<file path="src/design/mu7d_pkg.sv">
// ----------------------------------------------------------------------------
// mu7d_pkg
// Shared types, character codes and the base64 alphabet lookup for the
// modified UTF-7 to UTF-8 decoder.
// ----------------------------------------------------------------------------
package mu7d_pkg;

  // Decoder mode; the unused fourth code behaves as literal mode
  typedef enum logic [1:0] {
    MODE_LIT = 2'd0,
    MODE_AMP = 2'd1,
    MODE_RUN = 2'd2
  } mu7d_mode_t;

  // One queued burst: a literal byte or a code point to encode
  typedef struct packed {
    logic        is_lit;
    logic [31:0] value;
  } mu7d_entry_t;

  // Queue status toward the front and the back
  typedef struct packed {
    logic full;
    logic empty;
  } mu7d_qstat_t;

  localparam logic [7:0] CH_AMP  = 8'h26;
  localparam logic [7:0] CH_DASH = 8'h2D;
  localparam logic [7:0] CH_PLUS = 8'h2B;
  localparam logic [7:0] CH_COMMA = 8'h2C;

  localparam logic [7:0] UTF8_LEAD2 = 8'hC0;
  localparam logic [7:0] UTF8_LEAD3 = 8'hE0;
  localparam logic [7:0] UTF8_LEAD4 = 8'hF0;
  localparam logic [7:0] UTF8_CONT  = 8'h80;

  // Base64 digit value; bit 6 set marks a byte outside the alphabet
  function automatic logic [6:0] mu7d_b64(input logic [7:0] b);
    logic [6:0] v;
    v = 7'd64;
    if (b >= 8'h41 && b <= 8'h5A) v = 7'(b - 8'h41);
    else if (b >= 8'h61 && b <= 8'h7A) v = 7'(b - 8'h61 + 8'd26);
    else if (b >= 8'h30 && b <= 8'h39) v = 7'(b - 8'h30 + 8'd52);
    else if (b == CH_PLUS) v = 7'd62;
    else if (b == CH_COMMA) v = 7'd63;
    return v;
  endfunction

endpackage

</file>
<file path="src/design/mu7d_front.sv">
// ----------------------------------------------------------------------------
// mu7d_front
// Accepts source bytes, tracks literal/ampersand/base64 mode, gathers base64
// bits into UTF-16 units, joins surrogates and queues one burst per output.
// ----------------------------------------------------------------------------
module mu7d_front import mu7d_pkg::*; (
  input  logic        clk,
  input  logic        rst_n,
  input  logic        accept,
  input  logic [7:0]  in_byte,
  input  logic        in_end_of_string,
  output logic        push,
  output mu7d_entry_t push_data
);

  mu7d_mode_t  mode_r, mode_nxt;
  logic [21:0] buf_r, buf_nxt;
  logic [4:0]  cnt_r, cnt_nxt;
  logic [31:0] held_r, held_nxt;

  logic [21:0] buf_base, buf_sh;
  logic [4:0]  cnt_base, cnt_add, cnt_sub;
  logic [31:0] held_base, held_hi, held_lo, held_unit;
  logic [6:0]  b64_v;
  logic [15:0] unit;
  logic        is_b64, is_hi, is_lo, unit_full, do_run, is_dash, is_amp;
  logic        c_amp_dash, c_digit, c_run_dash, c_literal;

  // Datapath: digit decode, bit gathering and surrogate arithmetic
  always_comb begin
    b64_v     = mu7d_b64(in_byte);
    is_b64    = ~b64_v[6];
    is_dash   = (in_byte == CH_DASH);
    is_amp    = (in_byte == CH_AMP);
    buf_base  = (mode_r == MODE_AMP) ? '0 : buf_r;
    cnt_base  = (mode_r == MODE_AMP) ? '0 : cnt_r;
    held_base = (mode_r == MODE_AMP) ? '0 : held_r;
    buf_sh    = {buf_base[15:0], b64_v[5:0]};
    cnt_add   = cnt_base + 5'd6;
    unit_full = (cnt_add >= 5'd16);
    cnt_sub   = cnt_add - 5'd16;
    unit      = 16'(buf_sh >> cnt_sub);
    is_hi     = (unit[15:10] == 6'b110110);
    is_lo     = (unit[15:10] == 6'b110111);
    held_hi   = {12'd0, unit[9:0], 10'd0};
    // unit - DC00 + 10000 folds into one add
    held_lo   = held_base + {15'd0, 1'b1, 6'd0, unit[9:0]};
    held_unit = is_lo ? held_lo : {16'd0, unit};
    do_run    = (mode_r == MODE_RUN) || ((mode_r == MODE_AMP) && !is_dash);
    c_amp_dash = (mode_r == MODE_AMP) && is_dash;
    c_digit    = do_run && is_b64;
    c_run_dash = do_run && !is_b64 && is_dash;
    c_literal  = !c_amp_dash && !c_digit && !c_run_dash;
  end

  // Next state
  always_comb begin
    mode_nxt = mode_r;
    buf_nxt  = buf_r;
    cnt_nxt  = cnt_r;
    held_nxt = held_r;
    if (accept) begin
      if (c_amp_dash) begin
        mode_nxt = MODE_LIT;
      end else if (c_digit) begin
        mode_nxt = MODE_RUN;
        buf_nxt  = buf_sh;
        cnt_nxt  = unit_full ? cnt_sub : cnt_add;
        held_nxt = !unit_full ? held_base : (is_hi ? held_hi : held_unit);
      end else begin
        mode_nxt = (c_literal && is_amp) ? MODE_AMP : MODE_LIT;
        buf_nxt  = buf_base;
        cnt_nxt  = cnt_base;
        held_nxt = held_base;
      end
      // End of string drops everything pending
      if (in_end_of_string) begin
        mode_nxt = MODE_LIT;
        buf_nxt  = '0;
        cnt_nxt  = '0;
        held_nxt = '0;
      end
    end
  end

  // Outputs: queue a burst for every byte that yields output
  always_comb begin
    push             = 1'b0;
    push_data.is_lit = 1'b1;
    push_data.value  = {24'd0, in_byte};
    if (c_amp_dash) begin
      push            = accept;
      push_data.value = {24'd0, CH_AMP};
    end else if (c_digit) begin
      push             = accept && unit_full && !is_hi;
      push_data.is_lit = 1'b0;
      push_data.value  = held_unit;
    end else if (c_literal) begin
      push = accept && !is_amp;
    end
  end

  // State registers
  always_ff @(posedge clk) begin
    if (!rst_n) begin
      mode_r <= MODE_LIT;
      buf_r  <= '0;
      cnt_r  <= '0;
      held_r <= '0;
    end else begin
      mode_r <= mode_nxt;
      buf_r  <= buf_nxt;
      cnt_r  <= cnt_nxt;
      held_r <= held_nxt;
    end
  end

endmodule

</file>
<file path="src/design/mu7d_queue.sv">
// ----------------------------------------------------------------------------
// mu7d_queue
// Short first-in first-out queue of bursts between the front and the back.
// ----------------------------------------------------------------------------
module mu7d_queue import mu7d_pkg::*; #(
  parameter int QDEPTH = 4
) (
  input  logic        clk,
  input  logic        rst_n,
  input  logic        push,
  input  mu7d_entry_t push_data,
  input  logic        pop,
  output mu7d_entry_t head,
  output mu7d_qstat_t stat
);

  localparam int PW = (QDEPTH > 1) ? $clog2(QDEPTH) : 1;
  localparam int CW = $clog2(QDEPTH + 1);
  localparam logic [PW-1:0] LAST_PTR = PW'(QDEPTH - 1);
  localparam logic [CW-1:0] FULL_CNT = CW'(QDEPTH);

  mu7d_entry_t   slot_r [QDEPTH];
  logic [PW-1:0] wr_ptr_r, wr_ptr_nxt, rd_ptr_r, rd_ptr_nxt;
  logic [CW-1:0] cnt_r, cnt_nxt;

  // Advance pointers and occupancy
  always_comb begin
    wr_ptr_nxt = wr_ptr_r;
    rd_ptr_nxt = rd_ptr_r;
    cnt_nxt    = cnt_r;
    if (push) wr_ptr_nxt = (wr_ptr_r == LAST_PTR) ? '0 : wr_ptr_r + 1'b1;
    if (pop)  rd_ptr_nxt = (rd_ptr_r == LAST_PTR) ? '0 : rd_ptr_r + 1'b1;
    if (push && !pop) cnt_nxt = cnt_r + 1'b1;
    else if (pop && !push) cnt_nxt = cnt_r - 1'b1;
  end

  assign head       = slot_r[rd_ptr_r];
  assign stat.full  = (cnt_r == FULL_CNT);
  assign stat.empty = (cnt_r == '0);

  always_ff @(posedge clk) begin
    if (!rst_n) begin
      wr_ptr_r <= '0;
      rd_ptr_r <= '0;
      cnt_r    <= '0;
    end else begin
      wr_ptr_r <= wr_ptr_nxt;
      rd_ptr_r <= rd_ptr_nxt;
      cnt_r    <= cnt_nxt;
    end
  end

  // Write the slot
  always_ff @(posedge clk) begin
    if (push) slot_r[wr_ptr_r] <= push_data;
  end

endmodule

</file>
<file path="src/design/mu7d_back.sv">
// ----------------------------------------------------------------------------
// mu7d_back
// Encodes the queue head as UTF-8 and drains it one byte per beat through
// the output register.
// ----------------------------------------------------------------------------
module mu7d_back import mu7d_pkg::*; (
  input  logic        clk,
  input  logic        rst_n,
  input  mu7d_entry_t head,
  input  mu7d_qstat_t stat,
  output logic        pop,
  output logic        out_valid,
  input  logic        out_ready,
  output logic [7:0]  out_byte,
  output logic        out_last_of_burst
);

  logic [1:0]       idx_r, idx_nxt;
  logic             valid_r, valid_nxt;
  logic [7:0]       byte_r;
  logic             last_r;
  logic [1:0]       len_m1;
  logic [3:0][7:0]  enc;
  logic [31:0]      cp;
  logic             load, last;

  // Encode the head entry
  always_comb begin
    cp     = head.value;
    len_m1 = 2'd0;
    enc    = '0;
    if (head.is_lit || cp[31:7] == '0) begin
      enc[0] = cp[7:0];
    end else if (cp[31:11] == '0) begin
      len_m1 = 2'd1;
      enc[0] = UTF8_LEAD2 | cp[13:6];
      enc[1] = UTF8_CONT | {2'b00, cp[5:0]};
    end else if (cp[31:16] == '0) begin
      len_m1 = 2'd2;
      enc[0] = UTF8_LEAD3 | cp[19:12];
      enc[1] = UTF8_CONT | {2'b00, cp[11:6]};
      enc[2] = UTF8_CONT | {2'b00, cp[5:0]};
    end else begin
      len_m1 = 2'd3;
      enc[0] = UTF8_LEAD4 | cp[25:18];
      enc[1] = UTF8_CONT | {2'b00, cp[17:12]};
      enc[2] = UTF8_CONT | {2'b00, cp[11:6]};
      enc[3] = UTF8_CONT | {2'b00, cp[5:0]};
    end
  end

  // Load the output register whenever it is free or being taken
  always_comb begin
    load      = !stat.empty && (!valid_r || out_ready);
    last      = (idx_r == len_m1);
    pop       = load && last;
    idx_nxt   = idx_r;
    valid_nxt = valid_r && !out_ready;
    if (load) begin
      idx_nxt   = last ? 2'd0 : idx_r + 2'd1;
      valid_nxt = 1'b1;
    end
  end

  always_ff @(posedge clk) begin
    if (!rst_n) begin
      idx_r   <= '0;
      valid_r <= 1'b0;
    end else begin
      idx_r   <= idx_nxt;
      valid_r <= valid_nxt;
    end
  end

  // Output payload holds while stalled
  always_ff @(posedge clk) begin
    if (load) begin
      byte_r <= enc[idx_r];
      last_r <= last;
    end
  end

  assign out_valid         = valid_r;
  assign out_byte          = byte_r;
  assign out_last_of_burst = last_r;

endmodule

</file>
<file path="src/design/modified_utf7_to_utf8_decoder_top.sv">
// ----------------------------------------------------------------------------
// modified_utf7_to_utf8_decoder_top
// IMAP modified UTF-7 to UTF-8 stream decoder.
// ----------------------------------------------------------------------------
// Input channel: in_valid/in_ready carry one source byte per beat with
// in_end_of_string set on the last byte of a string. Output channel:
// out_valid/out_ready carry one UTF-8 byte per beat; out_last_of_burst marks
// the last byte produced by one source byte. Source bytes that produce
// nothing (an '&', base64 digits that do not finish a unit, a high surrogate,
// a closing '-') yield no output beat.
// Throughput: one source byte per cycle in while the queue has room, one
// UTF-8 byte per cycle out while out_ready is high. A 2, 3 or 4 byte
// sequence drains byte by byte through the output register; the front keeps
// accepting until the burst queue (QUEUE_DEPTH entries) fills.
// Reset (rst_n low, synchronous) returns to literal mode, clears the bit
// buffer and the held code point, and empties the queue and output register.
// When the receiver stalls, the output byte holds, the queue fills, and
// in_ready drops once it is full.
// ----------------------------------------------------------------------------
module modified_utf7_to_utf8_decoder_top import mu7d_pkg::*; #(
  parameter int QUEUE_DEPTH = 4
) (
  input  logic       clk,
  input  logic       rst_n,
  input  logic       in_valid,
  output logic       in_ready,
  input  logic [7:0] in_byte,
  input  logic       in_end_of_string,
  output logic       out_valid,
  input  logic       out_ready,
  output logic [7:0] out_byte,
  output logic       out_last_of_burst
);

  mu7d_entry_t push_data, head;
  mu7d_qstat_t q_stat;
  logic        push, pop, accept;

  // Take a beat whenever the queue has room
  assign in_ready = !q_stat.full;
  assign accept   = in_valid && in_ready;

  mu7d_front u_front (
    .clk              (clk),
    .rst_n            (rst_n),
    .accept           (accept),
    .in_byte          (in_byte),
    .in_end_of_string (in_end_of_string),
    .push             (push),
    .push_data        (push_data)
  );

  mu7d_queue #(
    .QDEPTH (QUEUE_DEPTH)
  ) u_queue (
    .clk       (clk),
    .rst_n     (rst_n),
    .push      (push),
    .push_data (push_data),
    .pop       (pop),
    .head      (head),
    .stat      (q_stat)
  );

  mu7d_back u_back (
    .clk               (clk),
    .rst_n             (rst_n),
    .head              (head),
    .stat              (q_stat),
    .pop               (pop),
    .out_valid         (out_valid),
    .out_ready         (out_ready),
    .out_byte          (out_byte),
    .out_last_of_burst (out_last_of_burst)
  );

`ifndef SYNTHESIS
  // Never push into a full queue
  a_no_overflow: assert property (@(posedge clk) disable iff (!rst_n)
    push |-> !q_stat.full)
    else $error("burst queue overflow");

  // Never pop an empty queue
  a_no_underflow: assert property (@(posedge clk) disable iff (!rst_n)
    pop |-> !q_stat.empty)
    else $error("burst queue underflow");

  // A burst drains without gaps once its first beat is taken
  a_burst_contiguous: assert property (@(posedge clk) disable iff (!rst_n)
    (out_valid && out_ready && !out_last_of_burst) |=> out_valid)
    else $error("gap inside a UTF-8 burst");
`endif

endmodule

</file>
<file path="config.mk">
export PLATFORM = sky130hd
export DESIGN_NAME = modified_utf7_to_utf8_decoder_top
export DESIGN_NICKNAME = d
export VERILOG_FILES = /design/src/design/mu7d_pkg.sv /design/src/design/mu7d_front.sv /design/src/design/mu7d_queue.sv /design/src/design/mu7d_back.sv /design/src/design/modified_utf7_to_utf8_decoder_top.sv
export SDC_FILE = /design/constraint.sdc
export NUM_CORES = 1
export LEC_CHECK = 0
export ABC_CLOCK_PERIOD_IN_PS = 10000
export BUFFER_PORTS_ARGS = -buffer_cell sky130_fd_sc_hd__buf_2
export CORE_MARGIN = 5
export CORE_UTILIZATION = 65
export CTS_CLUSTER_SIZE = 14
export DETAILED_ROUTE_END_ITERATION = 12
export PLACE_DENSITY = 0.81
export SLEW_MARGIN = 10
export SYNTH_ARGS = -nofsm -noshare
export SYNTH_HDL_FRONTEND = slang
export SYNTH_SLANG_ARGS = --single-unit
</file>
<file path="constraint.sdc">
create_clock -name clk -period 10 [get_ports clk]
set_input_delay 0 -clock clk [delete_from_list [all_inputs] [get_ports clk]]
set_output_delay 0 -clock clk [all_outputs]
set_load 0.01 [all_outputs]
</file>
==> out/metrics.yaml <==
multi_input_area_um2: 5690
synth_seq_area_share_pct: 47.9
power.leakage_uw: 0.00417
drt_iter0_markers: 949
place_hpwl_mm: 19.2
synth_seq_cells: 208
synthFlopType: "edfxtp_1"
worstSetupEndpointType: "register"
finalWirelength_mm: 28.9
fp.dieW_um: 144
setup_viol: 0
powerDensity_nw_per_um2: 185
slowest_delay_ns: 1.04
path_clk_slew_ns: 0.06
firstDrtPassIters: 8
synth_xor_area_share_pct: 2.56
r2r_start: "u_front.cnt_r[1]"
required_ns: 10.43
grt.total_usage_pct: 28.7
synth_area_um2: 11600
final_common_cell: "edfxtp_1"
core_um2: 17800
fp.dieArea_um2: 20700
period_minus_slack_ns: 6.27
die_y_um: 144
crit_fanout: 33
fin_crit_sh_pct: 62.7
cts_root_buf: "clkbuf_16"
post-place-ws_ns: 3.91
cts_sinks: 208
drv_cap: 0
rr_worst_depth: 19
vias_per_cell: 6.71
relSlewSlack_pct: 26.0
area_delta_synth_final_pct: 8.86
finalHoldViolations: 0
timing.final.ws_setup_ns: 3.73
grt_pass1_wl_mm: 47.4
grt_max_degree: 51
cpLargestDelayFamily: "compound AO/OA/AOI/OAI gates"
worst-path-buf-inv: 2
syn_avg_cell_area_um2: 10.6
r2r_slack_ns: 3.73
numPortBuffers: 23
final_nets: 1147
final_antenna_net_count: 0
critical_path_class: "register to register"
final_cell_mix: "edfxtp_1, nand2_1, nor2_1"
hold-path-cell-count: 4
routedWlPerCell_um: 21.4
antenna_found_initial: 0
antenna_cells: 0
ioPinCount: 24
synth_edf_count: 141
numCtsBuffers: 22
drc_errors: 0
tightest_slew_ns: 1.10
synth_mux_area_share_pct: 10.7
cts-htree-levels: 1
cts_setup_buffers: 0
grt_pass1_vias: 8927
fmax_ghz: 0.160
placed_area_um2: 11900
start_util_pct: 65.4
yosysWarnings: 0
cts_tree: "yes"
synth_cell_type_count: 79
min_from: "rst_n"
synth_top_family_by_area: "simple AND/OR/NAND/NOR gates"
synthAdderAreaFrac_pct: 3.25
fillers: 1246
dp_cells: 1305
reg2reg_to: "u_front.held_r[13]"
clock_latency_ns: 0.52
cts_max_path_buffers: 3
drv_slew: 0
synth_compound_area_share_pct: 15.9
start_kind: "register"
stdcell_count: 1350
whs_endpoint: "u_front.held_r[25]"
synth_simple_gate_area_share_pct: 16.5
cp_slowest_cell: "dfxtp_1"
grt.overflow.total: 0
max-vdd-ir-drop_mv: 0.349
synthCells: 1098
final_area_um2: 12700
hp-class: "input port to register"
final_util_pct: 71.2
postSynth.asyncResetShare_pct: 0
fin_tns_setup_ns: 0
vias: 9052
critPathArrivalTime_ns: 6.69
register_area_um2: 5580
clock_skew_ns: 0.0114
status: "finished, final reports clean"
drive_gt1_share_pct: 12.4
crit_chain: "and2_1 -> inv_1 -> ha_1 -> buf_4 -> mux2i_1 -> mux4_2 -> a21oi_1 -> o21ai_0 -> a31oi_1 -> ha_1 -> o21a_1 -> o21ai_0 -> o21bai_1 -> a21oi_1 -> a31oi_1 -> o2111ai_1 -> a21oi_1 -> o21ai_0 -> a211oi_1"
syn-num-nets: 1140
place.gp.congestion: 0.924
fp-row-count: 49
rsz0062_at_grt: "no"
-- where the power goes --
group / total (uW) / switching, uW / internal [uW]
Combinational: 494 / 296 / 198
Clock: 804 / 340 / 464
Sequential: 1050 / 32.4 / 1020
Total: 2350 / 669 / 1680
-- per-stage QoR --
step	hold WS (ns)	total power (uW)
after CTS	0.0407	2360
after global routing	0.0702	2440
after detailed placement	0.290	1550
after floorplan	0.189	1410
after global placement	0.279	1530
final	0.0494	2350
-- kinds of logic (layout without fill, tap and decap cells) --
group	Yosys count	in the layout
buffers and inverters	91	114
AND/OR/NAND/NOR	381	381
AO/OA/AOI/OAI	279	279
adder cells (fa/ha/maj)	29	29
flip-flops	208	208
XOR/XNOR	34	34
multiplexers	76	76
-- repair_timing --
item	4_1_cts	5_1_grt
gates resized for setup	0	0
endpoints found under the hold margin	14	0
hold buffers	5	0
-- state kept, by name, summed over array words and instances, names as in the netlist, named ones only --
signal                    cells
u_front.mode_r                2
u_back.idx_r                  2
u_queue.cnt_r                 3
u_queue.slot_r              132
u_front.buf_r                16
u_back.out_byte               8
u_front.held_r               32
u_front.cnt_r                 5
u_queue.wr_ptr_r              2
u_back.out_valid              1
u_back.out_last_of_burst      1
u_queue.rd_ptr_r              2
-- cell usage after synthesis (13+ instances only) --
cell type  number  area share [%]
a21o_1         15            0.97
nor2b_1        25             1.3
buf_2          17            0.73
nand3_1        32             1.4
xnor2_1        13            0.98
xor2_1         21             1.6
inv_1          26            0.84
nand2_1       100             3.2
nor2_1         86             2.8
a31oi_1        14            0.75
a22oi_1        22             1.4
nor3_1         26             1.1
a21oi_1        70             3.0
edfxtp_1      141              36
o21ai_0        60             2.6
mux4_2         34             6.6
ha_1           27             2.9
clkbuf_1       39             1.3
mux2i_1        31             2.7
and2_1         26             1.4
dfxtp_1        67              12
-- metal layers --
layer / global-route usage, % / vias to the layer above / part of all wire, %
met2: 47.7 / 441 / 47
li1: - / 4168 / -
met4: 10.2 / 0 / 4.3
met3: 4.39 / 102 / 7.7
met5: 0 / - / 0
met1: 38.7 / 4341 / 41
-- worst max-delay path by stage --
| stage | start | to | cells past startpoint |
|---|---|---|---|
| 2_1_floorplan | u_front.mode_r[1] | u_queue.slot_r[0][31] | 23 |
| 6_report | u_front.cnt_r[1] | u_front.held_r[13] | 19 |
| 5_1_grt | u_front.cnt_r[1] | u_front.held_r[13] | 17 |
| 4_1_cts | u_front.cnt_r[1] | u_queue.slot_r[1][30] | 22 |
| 3_3_place_gp | u_front.cnt_r[1] | u_queue.slot_r[2][30] | 22 |
| 3_5_place_dp | u_front.cnt_r[1] | u_queue.slot_r[2][30] | 22 |
-- tightest hold or removal path: stages --
cell     delay (ns)
buf_2          0.10
buf_4          0.26
nand2_1        0.11
a21oi_1        0.03
-- area by class of cell --
type | count | area share (%)
clock buffer | 29 | 4.55
clock inverter | 11 | 0.998
inverter | 28 | 0.830
multi-input combinational | 799 | 45.0
sequential | 208 | 44.0
tap | 229 | 2.26
timing repair buffer | 46 | 2.37
(Power assumes the default switching activity.)
